[src/power_output_board_supervisor_defines.svh]
// Assertion macros for the power output board supervisor.
// The first checks a property on every clock edge outside reset.
// The second checks that a condition holds in the cycle after a trigger.
`ifndef POWER_OUTPUT_BOARD_SUPERVISOR_DEFINES_SVH
`define POWER_OUTPUT_BOARD_SUPERVISOR_DEFINES_SVH
`ifndef SYNTHESIS
`define POBS_ASSERT(label, prop, msg) \
label: assert property (@(posedge clk) disable iff (!arst_n) prop) else $error(msg);
`define POBS_ASSERT_NEXT(label, ante, cons, msg) \
label: assert property (@(posedge clk) disable iff (!arst_n) ante |=> cons) else $error(msg);
`else
`define POBS_ASSERT(label, prop, msg)
`define POBS_ASSERT_NEXT(label, ante, cons, msg)
`endif
`endif

[src/pobs_pkg.sv]
package pobs_pkg;

	localparam int NUM_SLOTS   = 4;
	localparam int MAX_SLOTS   = 4;
	localparam int SLOT_IDX_W  = 2;
	localparam int ID_W        = 8;
	localparam int CNT_W       = 8;
	localparam int JOINTS      = 16;
	localparam int JMAP_W      = 32;
	localparam int IN_TDATA_W  = 56;
	localparam int OUT_TDATA_W = 56;
	localparam int CFG_IDX_W   = 3;

	localparam logic [2:0] REQ_RESTART = 3'd0;
	localparam logic [2:0] REQ_SCAN    = 3'd1;
	localparam logic [2:0] REQ_START   = 3'd2;
	localparam logic [2:0] REQ_STOP    = 3'd3;
	localparam logic [2:0] REQ_FAULT   = 3'd4;

	localparam logic [CFG_IDX_W-1:0] CFG_BOARD_ID  = 3'd0;
	localparam logic [CFG_IDX_W-1:0] CFG_EMPTY_ID  = 3'd1;
	localparam logic [CFG_IDX_W-1:0] CFG_STABLE    = 3'd2;
	localparam logic [CFG_IDX_W-1:0] CFG_CHANGE    = 3'd3;
	localparam logic [CFG_IDX_W-1:0] CFG_JOINT_MAP = 3'd4;

	localparam logic [ID_W-1:0]   RST_BOARD_ID  = 8'd1;
	localparam logic [ID_W-1:0]   RST_EMPTY_ID  = 8'd255;
	localparam logic [CNT_W-1:0]  RST_STABLE    = 8'd3;
	localparam logic [CNT_W-1:0]  RST_CHANGE    = 8'd10;
	localparam logic [CNT_W-1:0]  CNT_MAX       = 8'd255;

	typedef struct packed {
		logic [ID_W-1:0]   board_id;
		logic [ID_W-1:0]   empty_id;
		logic [CNT_W-1:0]  stable_needed;
		logic [CNT_W-1:0]  change_limit;
		logic [JMAP_W-1:0] joint_map;
	} cfg_t;

	typedef struct packed {
		logic [2:0]                     req_type;
		logic [MAX_SLOTS-1:0][ID_W-1:0] slot_id;
		logic [MAX_SLOTS-1:0]           slot_unrecognized;
		logic                           overvoltage_flag;
		logic [JOINTS-1:0]              fuse_broken;
	} item_t;

	typedef struct packed {
		logic [JOINTS-1:0]      supply_mask;
		logic [JOINTS-1:0]      switch_word;
		logic                   output_on;
		logic                   check_armed;
		logic [MAX_SLOTS-1:0]   present_slots;
		logic [2:0]             error_bits;
		logic [2*MAX_SLOTS-1:0] slot_error_bits;
		logic                   detect_done;
	} result_t;

	// Two joint indices per slot, one byte per slot in the map.
	function automatic logic [JOINTS-1:0] joint_bits(logic [JMAP_W-1:0] jmap,
		logic [SLOT_IDX_W-1:0] slot);
		logic [JMAP_W-1:0] sh;
		logic [3:0]        lo;
		logic [3:0]        hi;
		sh = jmap >> {slot, 3'b000};
		lo = sh[3:0];
		hi = sh[7:4];
		return (JOINTS'(1) << lo) | (JOINTS'(1) << hi);
	endfunction

endpackage

[src/power_output_board_supervisor.sv]
// Power output board supervisor.
// Events arrive on the s_t* stream, one transaction per event; s_tuser carries
// the event kind (restart detection, scan, start supply, stop supply, fault
// monitor) and s_tdata the slot IDs, read-failure bits, overvoltage and fuse
// bits. Every event yields exactly one status transaction on the m_t* stream,
// showing supply mask, switch word, power and check state, present slots,
// sticky error bits and whether detection is done, as they stand after it.
// The user must write registers over the cfg_* channel only while no event is
// in flight; the block itself does not enforce this. cfg_ready is always high.
// An event is held in an input register, evaluated against the state in
// combinational logic and written with the new state into an output register,
// which drives m_tvalid; one event is taken per cycle as long as m_tready
// stays high.
// When the receiver stalls, the output register holds its transaction and one
// more event waits in the input register; s_tready then drops until m_tready
// returns. Reset clears all state: detection runs, no slot present, supply
// off, no errors, and the registers take their default values.
`include "power_output_board_supervisor_defines.svh"

module power_output_board_supervisor (
	input  logic                             clk,
	input  logic                             arst_n,
	input  logic                             s_tvalid,
	output logic                             s_tready,
	// slot_id_0, slot_id_1, slot_id_2, slot_id_3, slot_unrecognized,
	// overvoltage_flag, fuse_broken, zero fill
	input  logic [pobs_pkg::IN_TDATA_W-1:0]  s_tdata,
	// req_type
	input  logic [2:0]                       s_tuser,
	output logic                             m_tvalid,
	input  logic                             m_tready,
	// supply_mask, switch_word, output_on, check_armed, present_slots,
	// error_bits, slot_error_bits, detect_done, zero fill
	output logic [pobs_pkg::OUT_TDATA_W-1:0] m_tdata,
	input  logic                             cfg_valid,
	output logic                             cfg_ready,
	input  logic [pobs_pkg::CFG_IDX_W-1:0]   cfg_index,
	input  logic [pobs_pkg::JMAP_W-1:0]      cfg_data
);

	pobs_pkg::cfg_t    cfg;
	pobs_pkg::item_t   in_item;
	pobs_pkg::item_t   item_s1;
	pobs_pkg::result_t result;
	pobs_pkg::result_t result_s2;
	logic              valid_s1;
	logic              valid_s2;
	logic              advance;

	assign in_item.req_type          = s_tuser;
	assign in_item.slot_id[0]        = s_tdata[7:0];
	assign in_item.slot_id[1]        = s_tdata[15:8];
	assign in_item.slot_id[2]        = s_tdata[23:16];
	assign in_item.slot_id[3]        = s_tdata[31:24];
	assign in_item.slot_unrecognized = s_tdata[35:32];
	assign in_item.overvoltage_flag  = s_tdata[36];
	assign in_item.fuse_broken       = s_tdata[52:37];

	assign advance  = valid_s1 && (!valid_s2 || m_tready);
	assign s_tready = !valid_s1 || advance;
	assign m_tvalid = valid_s2;
	assign m_tdata  = {6'd0, result_s2.detect_done, result_s2.slot_error_bits,
		result_s2.error_bits, result_s2.present_slots, result_s2.check_armed,
		result_s2.output_on, result_s2.switch_word, result_s2.supply_mask};

	pobs_cfg u_cfg (
		.clk       (clk),
		.arst_n    (arst_n),
		.cfg_valid (cfg_valid),
		.cfg_ready (cfg_ready),
		.cfg_index (cfg_index),
		.cfg_data  (cfg_data),
		.cfg       (cfg)
	);

	pobs_core u_core (
		.clk    (clk),
		.arst_n (arst_n),
		.step   (advance),
		.cfg    (cfg),
		.item   (item_s1),
		.result (result)
	);

	always_ff @(posedge clk or negedge arst_n) begin
		if (!arst_n) begin
			valid_s1 <= 1'b0;
			valid_s2 <= 1'b0;
		end else begin
			if (s_tready) begin
				valid_s1 <= s_tvalid;
			end
			if (advance) begin
				valid_s2 <= 1'b1;
			end else if (m_tready) begin
				valid_s2 <= 1'b0;
			end
		end
	end

	always_ff @(posedge clk) begin
		if (s_tvalid && s_tready) begin
			item_s1 <= in_item;
		end
		if (advance) begin
			result_s2 <= result;
		end
	end

	`POBS_ASSERT(a_power_check_pair, valid_s2 |-> (result_s2.output_on == result_s2.check_armed), "power/check differ")
	`POBS_ASSERT(a_mask_matches_power, valid_s2 |-> ((result_s2.supply_mask != '0) == result_s2.output_on), "mask/power differ")
	`POBS_ASSERT(a_switch_bits, valid_s2 |-> ((result_s2.switch_word & ~16'h1111) == 16'd0), "stray switch bit")
	`POBS_ASSERT_NEXT(a_stall_holds_item, (valid_s1 && valid_s2 && !m_tready), (valid_s1 && $stable(item_s1)), "event lost")

endmodule

[src/pobs_cfg.sv]
module pobs_cfg (
	input  logic                           clk,
	input  logic                           arst_n,
	input  logic                           cfg_valid,
	output logic                           cfg_ready,
	input  logic [pobs_pkg::CFG_IDX_W-1:0] cfg_index,
	input  logic [pobs_pkg::JMAP_W-1:0]    cfg_data,
	output pobs_pkg::cfg_t                 cfg
);

	pobs_pkg::cfg_t cfg_q;

	assign cfg_ready = 1'b1;
	assign cfg       = cfg_q;

	always_ff @(posedge clk or negedge arst_n) begin
		if (!arst_n) begin
			cfg_q.board_id      <= pobs_pkg::RST_BOARD_ID;
			cfg_q.empty_id      <= pobs_pkg::RST_EMPTY_ID;
			cfg_q.stable_needed <= pobs_pkg::RST_STABLE;
			cfg_q.change_limit  <= pobs_pkg::RST_CHANGE;
			cfg_q.joint_map     <= '0;
		end else if (cfg_valid) begin
			case (cfg_index)
				pobs_pkg::CFG_BOARD_ID:  cfg_q.board_id      <= cfg_data[pobs_pkg::ID_W-1:0];
				pobs_pkg::CFG_EMPTY_ID:  cfg_q.empty_id      <= cfg_data[pobs_pkg::ID_W-1:0];
				pobs_pkg::CFG_STABLE:    cfg_q.stable_needed <= cfg_data[pobs_pkg::CNT_W-1:0];
				pobs_pkg::CFG_CHANGE:    cfg_q.change_limit  <= cfg_data[pobs_pkg::CNT_W-1:0];
				pobs_pkg::CFG_JOINT_MAP: cfg_q.joint_map     <= cfg_data;
				default: ;
			endcase
		end
	end

endmodule

[src/pobs_core.sv]
module pobs_core (
	input  logic              clk,
	input  logic              arst_n,
	input  logic              step,
	input  pobs_pkg::cfg_t    cfg,
	input  pobs_pkg::item_t   item,
	output pobs_pkg::result_t result
);

	localparam int S  = pobs_pkg::MAX_SLOTS;
	localparam int IW = pobs_pkg::ID_W;
	localparam int CW = pobs_pkg::CNT_W;
	localparam int JW = pobs_pkg::JOINTS;

	logic [S-1:0][IW-1:0] prev_q, prev_n;
	logic [CW-1:0]        stable_q, stable_n;
	logic [CW-1:0]        change_q, change_n;
	logic                 detecting_q, detecting_n;
	logic [S-1:0]         present_q, present_n;
	logic                 check_q, check_n;
	logic                 power_q, power_n;
	logic [JW-1:0]        drive_q, drive_n;
	logic [JW-1:0]        switch_q, switch_n;
	logic [2:0]           err_q, err_n;
	logic [S-1:0][1:0]    serr_q, serr_n;

	logic [S-1:0][IW-1:0] now_ids;
	logic [S-1:0][IW-1:0] fin_ids;
	logic                 same;
	logic                 fin_en;
	logic                 halt;
	logic [CW-1:0]        stable_inc;
	logic [CW-1:0]        change_inc;
	logic [JW-1:0]        start_mask;
	logic [JW-1:0]        new_switch;

	always_comb begin
		prev_n      = prev_q;
		stable_n    = stable_q;
		change_n    = change_q;
		detecting_n = detecting_q;
		present_n   = present_q;
		check_n     = check_q;
		power_n     = power_q;
		drive_n     = drive_q;
		switch_n    = switch_q;
		err_n       = err_q;
		serr_n      = serr_q;
		fin_en      = 1'b0;
		halt        = 1'b0;
		new_switch  = '0;
		start_mask  = '0;

		same = 1'b1;
		for (int i = 0; i < S; i++) begin
			now_ids[i] = item.slot_unrecognized[i] ? cfg.empty_id : item.slot_id[i];
		end
		for (int i = 0; i < pobs_pkg::NUM_SLOTS; i++) begin
			if (now_ids[i] != prev_q[i]) begin
				same = 1'b0;
			end
		end
		fin_ids    = now_ids;
		stable_inc = (stable_q == pobs_pkg::CNT_MAX) ? stable_q : stable_q + CW'(1);
		change_inc = (change_q == pobs_pkg::CNT_MAX) ? change_q : change_q + CW'(1);
		for (int i = 0; i < pobs_pkg::NUM_SLOTS; i++) begin
			if (present_q[i]) begin
				start_mask = start_mask |
					pobs_pkg::joint_bits(cfg.joint_map, pobs_pkg::SLOT_IDX_W'(i));
			end
		end

		case (item.req_type)
			pobs_pkg::REQ_RESTART: begin
				for (int i = 0; i < S; i++) begin
					prev_n[i] = cfg.empty_id;
				end
				stable_n    = '0;
				change_n    = '0;
				detecting_n = 1'b1;
			end
			pobs_pkg::REQ_SCAN: begin
				if (detecting_q) begin
					if (same) begin
						stable_n = stable_inc;
						fin_en   = (stable_inc >= cfg.stable_needed);
					end else begin
						change_n = change_inc;
						stable_n = CW'(1);
						if (change_inc >= cfg.change_limit) begin
							// Timeout: every slot is treated as empty.
							for (int i = 0; i < S; i++) begin
								fin_ids[i] = cfg.empty_id;
							end
							err_n[1] = 1'b1;
							fin_en   = 1'b1;
						end else begin
							for (int i = 0; i < pobs_pkg::NUM_SLOTS; i++) begin
								prev_n[i] = now_ids[i];
							end
						end
					end
				end
			end
			pobs_pkg::REQ_START: begin
				if (start_mask != '0) begin
					drive_n = start_mask;
					power_n = 1'b1;
					check_n = 1'b1;
				end
			end
			pobs_pkg::REQ_STOP: begin
				halt = 1'b1;
			end
			pobs_pkg::REQ_FAULT: begin
				if (check_q) begin
					if (item.overvoltage_flag) begin
						halt     = 1'b1;
						err_n[2] = 1'b1;
					end
					for (int i = 0; i < pobs_pkg::NUM_SLOTS; i++) begin
						if (present_q[i] && ((item.fuse_broken &
							pobs_pkg::joint_bits(cfg.joint_map,
							pobs_pkg::SLOT_IDX_W'(i))) != '0)) begin
							halt         = 1'b1;
							err_n[0]     = 1'b1;
							serr_n[i][1] = 1'b1;
						end
					end
				end
			end
			default: ;
		endcase

		if (halt) begin
			check_n = 1'b0;
			power_n = 1'b0;
			drive_n = '0;
		end

		if (fin_en) begin
			for (int i = 0; i < pobs_pkg::NUM_SLOTS; i++) begin
				if (fin_ids[i] != cfg.empty_id) begin
					if (fin_ids[i] == cfg.board_id) begin
						present_n[i]      = 1'b1;
						new_switch[4 * i] = 1'b1;
					end else begin
						err_n[0]  = 1'b1;
						serr_n[i] = 2'b01;
					end
				end
			end
			switch_n    = new_switch;
			detecting_n = 1'b0;
		end

		result.supply_mask     = drive_n;
		result.switch_word     = switch_n;
		result.output_on       = power_n;
		result.check_armed     = check_n;
		result.present_slots   = present_n;
		result.error_bits      = err_n;
		result.slot_error_bits = serr_n;
		result.detect_done     = !detecting_n;
	end

	always_ff @(posedge clk or negedge arst_n) begin
		if (!arst_n) begin
			for (int i = 0; i < S; i++) begin
				prev_q[i] <= pobs_pkg::RST_EMPTY_ID;
			end
			stable_q    <= '0;
			change_q    <= '0;
			detecting_q <= 1'b1;
			present_q   <= '0;
			check_q     <= 1'b0;
			power_q     <= 1'b0;
			drive_q     <= '0;
			switch_q    <= '0;
			err_q       <= '0;
			serr_q      <= '0;
		end else if (step) begin
			prev_q      <= prev_n;
			stable_q    <= stable_n;
			change_q    <= change_n;
			detecting_q <= detecting_n;
			present_q   <= present_n;
			check_q     <= check_n;
			power_q     <= power_n;
			drive_q     <= drive_n;
			switch_q    <= switch_n;
			err_q       <= err_n;
			serr_q      <= serr_n;
		end
	end

endmodule
[config.mk]
export PLATFORM = sky130hd
export DESIGN_NAME = power_output_board_supervisor
export DESIGN_NICKNAME = d
export VERILOG_FILES = /design/src/pobs_pkg.sv /design/src/power_output_board_supervisor.sv /design/src/pobs_cfg.sv /design/src/pobs_core.sv
export VERILOG_INCLUDE_DIRS = /design/src /design/src/src
export SDC_FILE = /design/constraint.sdc
export NUM_CORES = 1
export LEC_CHECK = 0
export ABC_AREA = 1
export BUFFER_PORTS_ARGS = -buffer_cell sky130_fd_sc_hd__clkbuf_2
export CORE_UTILIZATION = 35
export DETAILED_ROUTE_END_ITERATION = 10
export GPL_TIMING_DRIVEN = 0
export RECOVER_POWER = 100
export SLEW_MARGIN = 20
export SYNTH_ARGS = -nofsm -noshare
export SYNTH_HDL_FRONTEND = slang
export SYNTH_HIERARCHICAL = 1
export SYNTH_SLANG_ARGS = --single-unit
[constraint.sdc]
create_clock -name clk -period 5.7 [get_ports clk]
set_clock_uncertainty 0.15 [all_clocks]
set_input_delay 1.14 -clock clk [delete_from_list [all_inputs] [get_ports clk]]
set_output_delay 1.14 -clock clk [all_outputs]
set_load 0.02 [all_outputs]
[Word-level counts from Yosys, hierarchy flattened]
Cells that the tools add are included.
Word-level totals
  register bits after elaboration: 270
  output and inout bits: 59
Cells by class
  shift operators: 8
  bitwise operators: 11
  reduce and logical (&&, ||, !) cells: 28
  $add $sub $neg: 2
  equality and inequality tests: 25
  muxes and demuxes: 113
  order comparisons: 2
Operator list (count)
  32-bit 2-to-1 mux: 7
  16-bit 2-to-1 mux: 8
  1-bit by 4-bit << shifter with 16-bit output (first input constant): 8
  16-bit OR: 7
  8-bit 2-to-1 mux: 11
  16-bit nonzero test: 5
  1-bit 2-to-1 mux: 74
  16-bit bitwise AND: 4
  8-bit inequality test: 8
  32-bit one-hot mux with 2 select lines: 1
  8-bit equality test: 4
  8-bit one-hot mux with 2 select lines: 2
  8-bit by 1-bit adder with 8-bit output (second input constant): 2
  8-bit equality test (second input constant): 2
  8-bit >= comparator: 2
  2-bit 2-to-1 mux: 8
  3-bit by 2-bit equality test with 1-bit output (second input constant): 4
  2-bit AND reduction: 5
  3-bit by 1-bit equality test with 1-bit output (second input constant): 2
  3-bit equality test (second input constant): 2
  1-bit logical AND: 6
  3-bit zero test: 2
  5-bit AND reduction: 1
  4-bit 2-to-1 mux: 1
  8 further kinds: 13

[Longest topological paths before layout]
Gate-level depths: netlist of run 1.
  depth after elaboration: 20
  gate-level depth with buffers: 28
  depth with buffers taken out: 27

[By module]
The synthesis of run 1 kept the hierarchy.
Modules (own cells, without submodules)
  pobs_core: sequential area each 2493.6 um^2, instances 1, cells an instance 1715, area each 9800.6 um^2
  power_output_board_supervisor: sequential area each 3233.1 um^2, instances 1, cells an instance 125, area each 3326.9 um^2
  pobs_cfg: sequential area each 1617.8 um^2, instances 1, cells an instance 289, area each 2576.2 um^2

[Worst setup path after synthesis of run 1]
Ideal clock, no wire load.
  path type: input -> register
  start point: in m_tready
  end point: reg u_core/prev_q[15] in the netlist's numbering
  arrival time: 5.864 ns
  library setup time: 0.079 ns
  stages: 9
  data required time: 5.471 ns
  path buffers: 1
  path slack: -0.393 ns
  cell sequence: inv_2 a21oi_1 clkinv_1 nor2_1 nand2_1 a21oi_2 clkbuf_1 nand2_1 o21ai_0
On the way
  word-level cells in the longest chain between the ends: 3
Ends and longest elaborated chain
  start: declaration: line power_output_board_supervisor.sv:31  | input logic m_tready,
  1-bit logical OR: line power_output_board_supervisor.sv:59  | assign advance = valid_s1 && (!valid_s2 || m_tready);
  1-bit logical AND: line power_output_board_supervisor.sv:59
  via advance: line power_output_board_supervisor.sv:48  | logic advance;
  5-bit AND reduction (no source line)
  end signal: indexed assignment: line pobs_core.sv:170  | prev_q[i] <= pobs_pkg::RST_EMPTY_ID;
  end signal: assignment: line pobs_core.sv:183  | prev_q <= prev_n;
  end: declaration: line pobs_core.sv:15  | logic [S-1:0][IW-1:0] prev_q, prev_n;
The timed path passes the listed nets, and every way through them passes these cells.
A chain may end at the register's enable or synchronous reset.

==> PnR_summary.wiki, run 1 <==
{| class="wikitable"
! Metric !! Value
|-
| Kind of path behind the tightest hold check || reg2reg
|-
| Power density over the cells || 360.4 nW/um2
|-
| Number of nets at the end of the flow || 2438
|-
| Number of setup buffers added after CTS || 0
|-
| Number of flops mapped to enable cells by yosys || 106
|-
| Average instance area after synthesis || 7.376 um2
|-
| Share of post-route cells with drive strength above 1 || 10.66%
|-
| Max-capacitance violation count || 2
|-
| Count of different cell masters after synthesis || 47
|-
| Run status || finished, violations left
|-
| Slew margin rel. || -158.0%
|-
| Clock tree from TritonCTS || yes
|-
| Via count of the first global-routing pass || 14240
|-
| Register area share after synthesis || 46.77%
|-
| Cell area after synthesis || 15700 um2
|-
| Critical Path End Type || register
|-
| Number of input and output port buffers inserted || 147
|-
| Switching power summed over all nets || 2.299 mW
|-
| Crit path required time || 5.82 ns
|-
| Inserted Clock Buffers || 34
|-
| Type of the worst setup path || reg2reg
|-
| DRT Wirelength || 50.32 mm
|-
| Initial Util || 35.51%
|-
| Cell row count || 77
|-
| Post-route DRC || 0
|-
| Power share of the clock group || 33.0%
|-
| Total routing resource utilization after global routing || 22.09%
|-
| Worst Path Max Fanout || 10
|-
| Maximum clock path buffer count || 3
|-
| Starting DRC count in detailed routing || 1149
|-
| Clock latency reported for the late side of the worst-skew pair || 0.55 ns
|-
| Post-route clock period utilization || 87.56%
|-
| Finished Cell Area || 18270 um2
|-
| Maximum resistive drop on vdd || 0.0002855 V
|-
| Number of antenna violations at the first check in global routing || 0
|-
| Boundary pin count || 158
|-
| CTS root buffer || sky130_fd_sc_hd__clkbuf_16
|-
| Violations in the final reports || capacitance limit, slew limit
|-
| Internal power of the cells || 4.285 mW
|-
| Hold_buf cts || 0
|-
| Largest net degree at the start of global routing || 86
|-
| Routability congestion estimate from global placement || 0.9551
|-
| Area inside the core boundary || 44220 um2
|-
| N_diodes || 0
|-
| Post_cts resized || 0
|-
| Placed instance area || 17320 um2
|-
| Total power after layout || 6.584 mW
|-
| Post-detail-place hpwl || 37.92 mm
|-
| Antenna Nets Post-Route || 0
|-
| Detailed-route vias per instance || 5.087
|-
| Final period demand of the worst path || 4.991 ns
|-
| Hold Fails Final Rpt || 0
|-
| Synthesis Warnings || 6
|-
| Overflow left after global routing || 0
|-
| Drt pass-1 iters || 5
|-
| Setup-failing EPs final || 0
|-
| Die width || 213.8 um
|-
| Main flop type after synthesis || sky130_fd_sc_hd__dfrtp_1
|-
| Max-slew violation total from the final report || 117
|-
| Area of the die || 45720 um2
|-
| Total via count in the routed design || 14950
|-
| Max Clock Freq || 200.4 MHz
|-
| Sort of element at the start of the critical path || register
|-
| P_leak || 8.734 nW
|-
| Setup repair after global routing missed its margin || no
|-
| Cells after Synth || 2129
|-
| Clock-pin slew reported for the worst setup and hold paths after clock tree synthesis || 0.06 ns
|-
| Vert. Die Dim || 213.8 um
|-
| Pin slew with the least headroom to its limit || 3.870 ns
|-
| Layout overhead on the synthesized area || 16.33%
|-
| First-pass GRT wire length || 77.43 mm
|-
| Combinational fraction of design power || 27.1%
|-
| Number of clock sinks seen by CTS || 270
|-
| Share of flip-flops with an asynchronous set or reset after synthesis || 60.74%
|-
| CTS H-Tree Depth || 2
|-
| Switching portion of total power || 34.92%
|-
| Sequential cell fraction of total power || 39.9%
|-
| Endpoint arrival time on the critical path || 5.11 ns
|-
| Post-detailed-route wirelength per cell || 17.13 um
|-
| Flip-flop and latch count after synthesis || 270
|}
metal layers:
layer | track usage [%] | share of wire [%]
met1 | 28.23 | 43
met2 | 37.11 | 47
met3 | 3.471 | 6.1
met4 | 9.163 | 4.2
met5 | 0 | 0
critical path, cell delays in order (launching register included):
cell,delay [ns]
sky130_fd_sc_hd__dfrtp_1,0.43
sky130_fd_sc_hd__ha_1,0.21
sky130_fd_sc_hd__nand3_1,0.09
sky130_fd_sc_hd__nor3_1,0.23
sky130_fd_sc_hd__inv_1,0.09
sky130_fd_sc_hd__nor2_1,0.24
sky130_fd_sc_hd__inv_1,0.14
sky130_fd_sc_hd__o21ai_0,0.35
sky130_fd_sc_hd__ha_1,0.33
sky130_fd_sc_hd__a21oi_1,0.14
sky130_fd_sc_hd__o21ai_0,0.08
sky130_fd_sc_hd__nand2_1,0.07
sky130_fd_sc_hd__nand4_1,0.19
sky130_fd_sc_hd__nand2_1,0.18
sky130_fd_sc_hd__inv_2,0.13
sky130_fd_sc_hd__nand2_8,0.13
sky130_fd_sc_hd__buf_6,0.16
sky130_fd_sc_hd__clkbuf_1,0.44
sky130_fd_sc_hd__nand2_1,0.20
sky130_fd_sc_hd__inv_1,0.16
sky130_fd_sc_hd__nor2_1,0.08
sky130_fd_sc_hd__nand2_1,0.15
sky130_fd_sc_hd__nand3_1,0.12
sky130_fd_sc_hd__or2_0,0.23
through the flow:
stage	hold slack (ns)	util [%]	instances	setup WS, ns	TNS [ns]
3_5_place_dp	0.2882	39.18	2877	0.9174	0
6_report	0.3021	41.31	2938	0.7088	0
3_3_place_gp	0.2873	38.90	2873	-0.9479	-30.27
5_1_grt	0.3178	41.31	2938	0.3465	0
4_1_cts	0.3028	41.68	2938	0.9058	0
2_1_floorplan	0.2725	-	2134	0.9823	0
cell usage after synthesis, types with 3 or more instances:
library cell | count | area, um2
sky130_fd_sc_hd__buf_6 | 5 | 56.30
sky130_fd_sc_hd__inv_2 | 12 | 45.04
sky130_fd_sc_hd__edfxtp_1 | 106 | 3183
sky130_fd_sc_hd__nor4_1 | 6 | 37.54
sky130_fd_sc_hd__dfstp_2 | 46 | 1209
sky130_fd_sc_hd__a21oi_1 | 22 | 110.1
sky130_fd_sc_hd__nor2_2 | 8 | 50.05
sky130_fd_sc_hd__nand2_1 | 802 | 3010
sky130_fd_sc_hd__o21bai_1 | 3 | 22.52
sky130_fd_sc_hd__nor3_1 | 9 | 45.04
sky130_fd_sc_hd__nand4_1 | 33 | 206.5
sky130_fd_sc_hd__and2_1 | 4 | 25.02
sky130_fd_sc_hd__buf_4 | 17 | 127.6
sky130_fd_sc_hd__inv_1 | 238 | 893.4
sky130_fd_sc_hd__ha_1 | 18 | 225.2
sky130_fd_sc_hd__o21ai_0 | 129 | 645.6
sky130_fd_sc_hd__nor2_1 | 96 | 360.4
sky130_fd_sc_hd__nand3_1 | 270 | 1351
sky130_fd_sc_hd__xor2_1 | 15 | 131.4
sky130_fd_sc_hd__clkinv_1 | 4 | 15.01
sky130_fd_sc_hd__dfrtp_1 | 118 | 2953
sky130_fd_sc_hd__buf_2 | 20 | 100.1
sky130_fd_sc_hd__o22ai_1 | 70 | 437.9
sky130_fd_sc_hd__clkbuf_1 | 35 | 131.4
sky130_fd_sc_hd__a22o_1 | 5 | 43.79
sky130_fd_sc_hd__a211oi_1 | 4 | 30.03
sky130_fd_sc_hd__nand2_2 | 8 | 50.05
layout by cell type, fill, tap and decap left out, types with 35 or more instances in the layout:
| master | netlist | routed |
|---|---|---|
| sky130_fd_sc_hd__clkbuf_1 | 35 | 107 |
| sky130_fd_sc_hd__clkbuf_16 | 0 | 35 |
| sky130_fd_sc_hd__clkbuf_2 | 0 | 90 |
| sky130_fd_sc_hd__dfrtp_1 | 118 | 118 |
| sky130_fd_sc_hd__dfstp_2 | 46 | 46 |
| sky130_fd_sc_hd__edfxtp_1 | 106 | 106 |
| sky130_fd_sc_hd__inv_1 | 238 | 238 |
| sky130_fd_sc_hd__nand2_1 | 802 | 804 |
| sky130_fd_sc_hd__nand3_1 | 270 | 271 |
| sky130_fd_sc_hd__nor2_1 | 96 | 100 |
| sky130_fd_sc_hd__o21ai_0 | 129 | 129 |
| sky130_fd_sc_hd__o22ai_1 | 70 | 70 |
sequential cells by signal (all words and copies together), names as in the netlist:
name	flops
u_core/err_q	3
u_core/serr_q	8
u_core/present_q	4
m_tdata	50
u_core/stable_q	8
u_core/power_q	1
u_core/drive_q	16
u_core/switch_q	16
u_core/detecting_q	1
u_core/check_q	1
u_cfg/cfg	64
valid_s1	1
u_core/prev_q	32
item_s1	56
m_tvalid	1
u_core/change_q	8
cell families (layout without fill, tap and decap cells):
kind of cell / after synthesis / after routing / synth area share, %
xor+xnor: 15 / 15 / 0.8366
flops: 270 / 270 / 46.77
simple gates: 1246 / 1246 / 33.30
compound gates: 244 / 244 / 8.804
buf+inv: 334 / 546 / 8.804
other cells: 2 / 7 / 0.04782
fa+ha+maj: 18 / 18 / 1.434
worst paths after layout:
check                      slack, ns          startpoint                  to  cells after the start
min in group asynchronous       1.87              arst_n       u_cfg/cfg[18]                      1
max reg2reg                     0.71  u_core/change_q[0]         m_tdata[38]                     23
min reg2reg                     0.30    u_core/serr_q[6]    u_core/serr_q[6]                      2
max                             0.71  u_core/change_q[0]         m_tdata[38]                     23
max in group asynchronous       1.26              arst_n  u_core/switch_q[1]                      1
min                             0.30    u_core/serr_q[6]    u_core/serr_q[6]                      2
power groups by stage:
stage | Sequential [mW] | Clock [mW] | Combinational (mW)
after floorplan | 2.64 | 0 | 1.19
after global placement | 2.65 | 0 | 1.73
after detailed placement | 2.65 | 0 | 1.77
after CTS | 2.62 | 2.23 | 1.78
after global routing | 2.66 | 2.30 | 2.00
final | 2.62 | 2.18 | 1.78
final cells by class:
type,instances,area [um2]
plain buffers,79,411.6
repair buffers,151,735.7
flip-flops and latches,270,7345
clock buffers,42,902.1
well taps,592,740.7
clock inverters,19,206.4
multi-input cells,1530,6967
fillers,4590,25950
inverters,255,960.9
No activity file was read; power rests on OpenSTA's default activity.
==> run 2, diff against run 1 <==
--- a/config.mk
+++ b/config.mk
@@ -7,6 +7,7 @@
 export NUM_CORES = 1
 export LEC_CHECK = 0
 export ABC_AREA = 1
+export ABC_CLOCK_PERIOD_IN_PS = 5380
 export BUFFER_PORTS_ARGS = -buffer_cell sky130_fd_sc_hd__clkbuf_2
 export CORE_UTILIZATION = 35
 export DETAILED_ROUTE_END_ITERATION = 10
==> constraint.sdc (replaced) <==
create_clock -name clk -period 5.38 [get_ports clk]
set_clock_uncertainty 0.15 [all_clocks]
set_input_delay 1.076 -clock clk [delete_from_list [all_inputs] [get_ports clk]]
set_output_delay 1.076 -clock clk [all_outputs]
set_load 0.02 [all_outputs]
==> PnR_summary.wiki, run 2 (synthesis results as in run 1) <==
{| class="wikitable"
! Metric !! Value
|-
| Run status || finished, violations left (unchanged)
|-
| Violations in the final reports || capacitance limit, slew limit (unchanged)
|-
| Biggest cell delay along the critical path || 0.73 ns (was 0.44 ns)
|-
| Worst Hold End || u_core/serr_q[6] (unchanged)
|-
| Power share of the clock group || 33.0% (about the same)
|-
| Filler cell count || 4590 (unchanged)
|-
| Leading cell type in the layout, fill and taps excluded || sky130_fd_sc_hd__nand2_1 (unchanged)
|-
| Endpoint arrival time on the critical path || 5.15 ns (was 5.11 ns)
|-
| Startpoint of the worst hold path || u_core/serr_q[6] (unchanged)
|-
| Area of the die || 45720 um2 (unchanged)
|-
| Combinational fraction of design power || 27.1% (about the same)
|-
| Die width || 213.8 um (unchanged)
|-
| Maximum clock path buffer count || 3 (unchanged)
|-
| Antenna Nets Post-Route || 0 (unchanged)
|-
| Via count of the first global-routing pass || 14240 (unchanged)
|-
| Maximum resistive drop on vdd || 0.0003023 V (was 0.0002855 V)
|-
| Register area || 7345 um2 (unchanged)
|-
| Number of nets at the end of the flow || 2438 (unchanged)
|-
| Max FFs per register || 64 (unchanged)
|-
| Inserted Clock Buffers || 34 (unchanged)
|-
| DRT Wirelength || 50.37 mm (was 50.32 mm)
|-
| Max-slew violation total from the final report || 117 (unchanged)
|-
| Cell type of the slowest stage on the worst timing path || sky130_fd_sc_hd__clkbuf_1 (unchanged)
|-
| Area inside the core boundary || 44220 um2 (unchanged)
|-
| Hold_buf cts || 0 (unchanged)
|-
| Vert. Die Dim || 213.8 um (unchanged)
|-
| Starting DRC count in detailed routing || 1153 (was 1149)
|-
| Clock tree from TritonCTS || yes (unchanged)
|-
| First-pass GRT wire length || 77.43 mm (unchanged)
|-
| Internal power of the cells || 4.539 mW (was 4.285 mW)
|-
| Post-detailed-route wirelength per cell || 17.14 um (was 17.13 um)
|-
| Crit Reg-Reg Endpoint || u_core/prev_q[10] (was m_tdata[38])
|-
| Layout overhead on the synthesized area || 16.34% (was 16.33%)
|-
| Post-route clock period utilization || 90.23% (was 87.56%)
|-
| Total via count in the routed design || 14970 (was 14950)
|-
| Sequential cell fraction of total power || 39.9% (about the same)
|-
| N_diodes || 0 (unchanged)
|-
| Kind of path behind the tightest hold check || reg2reg (unchanged)
|-
| Post-detail-place hpwl || 37.92 mm (unchanged)
|-
| CTS root buffer || sky130_fd_sc_hd__clkbuf_16 (unchanged)
|-
| Max Clock Freq || 206.0 MHz (was 200.4 MHz)
|-
| Number of clock sinks seen by CTS || 270 (unchanged)
|-
| Critical Path End Type || register (unchanged)
|-
| Most used cells in the layout excluding fill and tap cells || sky130_fd_sc_hd__nand2_1, sky130_fd_sc_hd__nand3_1, sky130_fd_sc_hd__inv_1 (unchanged)
|-
| Setup slack of the most critical reg-to-reg path || 0.53 ns (was 0.71 ns)
|-
| Crit path buffers/inverters || 3 (was 6)
|-
| Worst Path Max Fanout || 10 (unchanged)
|-
| Most Frequent Cell on Critical Path || sky130_fd_sc_hd__nand2_1 (unchanged)
|-
| Post-Route Utilization || 41.32% (was 41.31%)
|-
| Setup-failing EPs final || 0 (unchanged)
|-
| Total routing resource utilization after global routing || 22.09% (unchanged)
|-
| Pin slew with the least headroom to its limit || 3.863 ns (was 3.870 ns)
|-
| Clock-pin slew reported for the worst setup and hold paths after clock tree synthesis || 0.06 ns (about the same)
|-
| Number of input and output port buffers inserted || 147 (unchanged)
|-
| Share of post-route cells with drive strength above 1 || 10.66% (unchanged)
|-
| Overflow left after global routing || 0 (unchanged)
|-
| Final period demand of the worst path || 4.854 ns (was 4.991 ns)
|-
| Max-capacitance violation count || 2 (unchanged)
|-
| Worst hold path cell count || 2 (unchanged)
|-
| Number of antenna violations at the first check in global routing || 0 (unchanged)
|-
| P_leak || 8.737 nW (was 8.734 nW)
|-
| Number of instances in the placed design || 2877 (unchanged)
|-
| Switching power summed over all nets || 2.433 mW (was 2.299 mW)
|-
| Hold Fails Final Rpt || 0 (unchanged)
|-
| Cell row count || 77 (unchanged)
|-
| Drt pass-1 iters || 6 (was 5)
|-
| Slew margin rel. || -157.6% (was -158.0%)
|-
| Top cell family by delay on the critical path || simple AND/OR/NAND/NOR gates (unchanged)
|-
| Number of setup buffers added after CTS || 0 (unchanged)
|-
| Sort of element at the start of the critical path || register (unchanged)
|-
| Largest net degree at the start of global routing || 86 (unchanged)
|-
| CTS H-Tree Depth || 2 (unchanged)
|-
| Clock latency reported for the late side of the worst-skew pair || 0.54 ns (was 0.55 ns)
|-
| Crit path required time || 5.67 ns (was 5.82 ns)
|-
| Detailed-route vias per instance || 5.096 (was 5.087)
|-
| Worst R2R Start || u_cfg/cfg[52] (was u_core/change_q[0])
|-
| Post_cts resized || 0 (unchanged)
|-
| Routability congestion estimate from global placement || 0.9551 (unchanged)
|-
| FF-to-FF path depth || 16 (was 23)
|-
| Type of the worst setup path || reg2reg (unchanged)
|-
| Initial Util || 35.51% (unchanged)
|-
| Post-route DRC || 0 (unchanged)
|-
| Switching portion of total power || 34.89% (was 34.92%)
|-
| Boundary pin count || 158 (unchanged)
|-
| Multi-input logic area || 6964 um2 (was 6967 um2)
|-
| Number of non-filler instances in the completed layout || 2938 (unchanged)
|-
| Ordered list of cells on the worst path || clkbuf_1 -> inv_1 -> nand2_1 -> nand2_1 -> nand2_1 -> nand2_1 -> nor2_1 -> nand2_1 -> nor2_1 -> nand2_1 -> nor2_1 -> o21ai_0 -> nand2_1 -> a21oi_1 -> clkbuf_1 -> o21ai_0 (was ha_1 -> nand3_1 -> nor3_1 -> inv_1 -> nor2_1 -> inv_1 -> o21ai_0 -> ha_1 -> a21oi_1 -> o21ai_0 -> nand2_1 -> nand4_1 -> nand2_1 -> inv_2 -> nand2_8 -> buf_6 -> clkbuf_1 -> nand2_1 -> inv_1 -> nor2_1 -> nand2_1 -> nand3_1 -> or2_0)
|-
| Setup repair after global routing missed its margin || no (unchanged)
|-
| Power density over the cells || 381.6 nW/um2 (was 360.4 nW/um2)
|}
run 2: power by group through the flow:
stage | combinational, mW | clock (mW) | sequential, mW
2_1_floorplan | 1.26 | 0 | 2.79
3_3_place_gp | 1.83 | 0 | 2.81
3_5_place_dp | 1.88 | 0 | 2.81
4_1_cts | 1.89 | 2.37 | 2.78
5_1_grt | 2.12 | 2.44 | 2.82
6_report | 1.89 | 2.30 | 2.78
run 2: worst register-to-register path: stages, from the launching register on:
cell and delay, ns:
sky130_fd_sc_hd__dfstp_2 0.53, sky130_fd_sc_hd__clkbuf_1 0.73, sky130_fd_sc_hd__inv_1 0.39, sky130_fd_sc_hd__nand2_1 0.21, sky130_fd_sc_hd__nand2_1 0.14, sky130_fd_sc_hd__nand2_1 0.08, sky130_fd_sc_hd__nand2_1 0.04, sky130_fd_sc_hd__nor2_1 0.08
sky130_fd_sc_hd__nand2_1 0.06, sky130_fd_sc_hd__nor2_1 0.14, sky130_fd_sc_hd__nand2_1 0.07, sky130_fd_sc_hd__nor2_1 0.59, sky130_fd_sc_hd__o21ai_0 0.16, sky130_fd_sc_hd__nand2_1 0.34, sky130_fd_sc_hd__a21oi_1 0.32, sky130_fd_sc_hd__clkbuf_1 0.43
sky130_fd_sc_hd__o21ai_0 0.30
run 2: worst max-delay path by stage:
stage / from / cells past startpoint / end / slack [ns]
after global placement: m_tready / 9 / u_core/prev_q[4] / -1.20
final: u_cfg/cfg[52] / 16 / u_core/prev_q[10] / 0.53
after floorplan: m_tready / 9 / u_core/prev_q[15] / 0.73
after detailed placement: u_core/change_q[0] / 24 / m_tdata[38] / 0.60
after global routing: arst_n / 1 / u_core/switch_q[1] / 0.17
after CTS: u_core/change_q[0] / 24 / m_tdata[38] / 0.59
run 2: layer usage:
layer,up-vias,GRT usage (%),share of wire [%]
met5,-,0,0
li1,7333,-,-
met4,0,9.163,4.0
met2,517,37.11,47
met3,130,3.471,6.2
met1,6993,28.23,43
run 2: per-stage QoR:
step	setup TNS [ns]	area [um2]	total power [mW]	worst slack (ns)	hold slack, ns
final	0	18270	6.972	0.5257	0.3019
after global routing	0	18270	7.381	0.1683	0.3178
after CTS	0	18430	7.032	0.5858	0.3028
after detailed placement	0	17320	4.689	0.5974	0.2882
after global placement	-60.13	17200	4.636	-1.204	0.2873
after floorplan	0	15730	4.052	0.7263	0.2725
run 2: layout make-up:
class,instances,share of cell area (%)
clock inverter,19,1.130
multi-input combinational,1530,38.12
tap,592,4.054
clock buffer,42,4.938
sequential,270,40.20
buffer,79,2.274
inverter,255,5.260
timing repair buffer,151,4.027
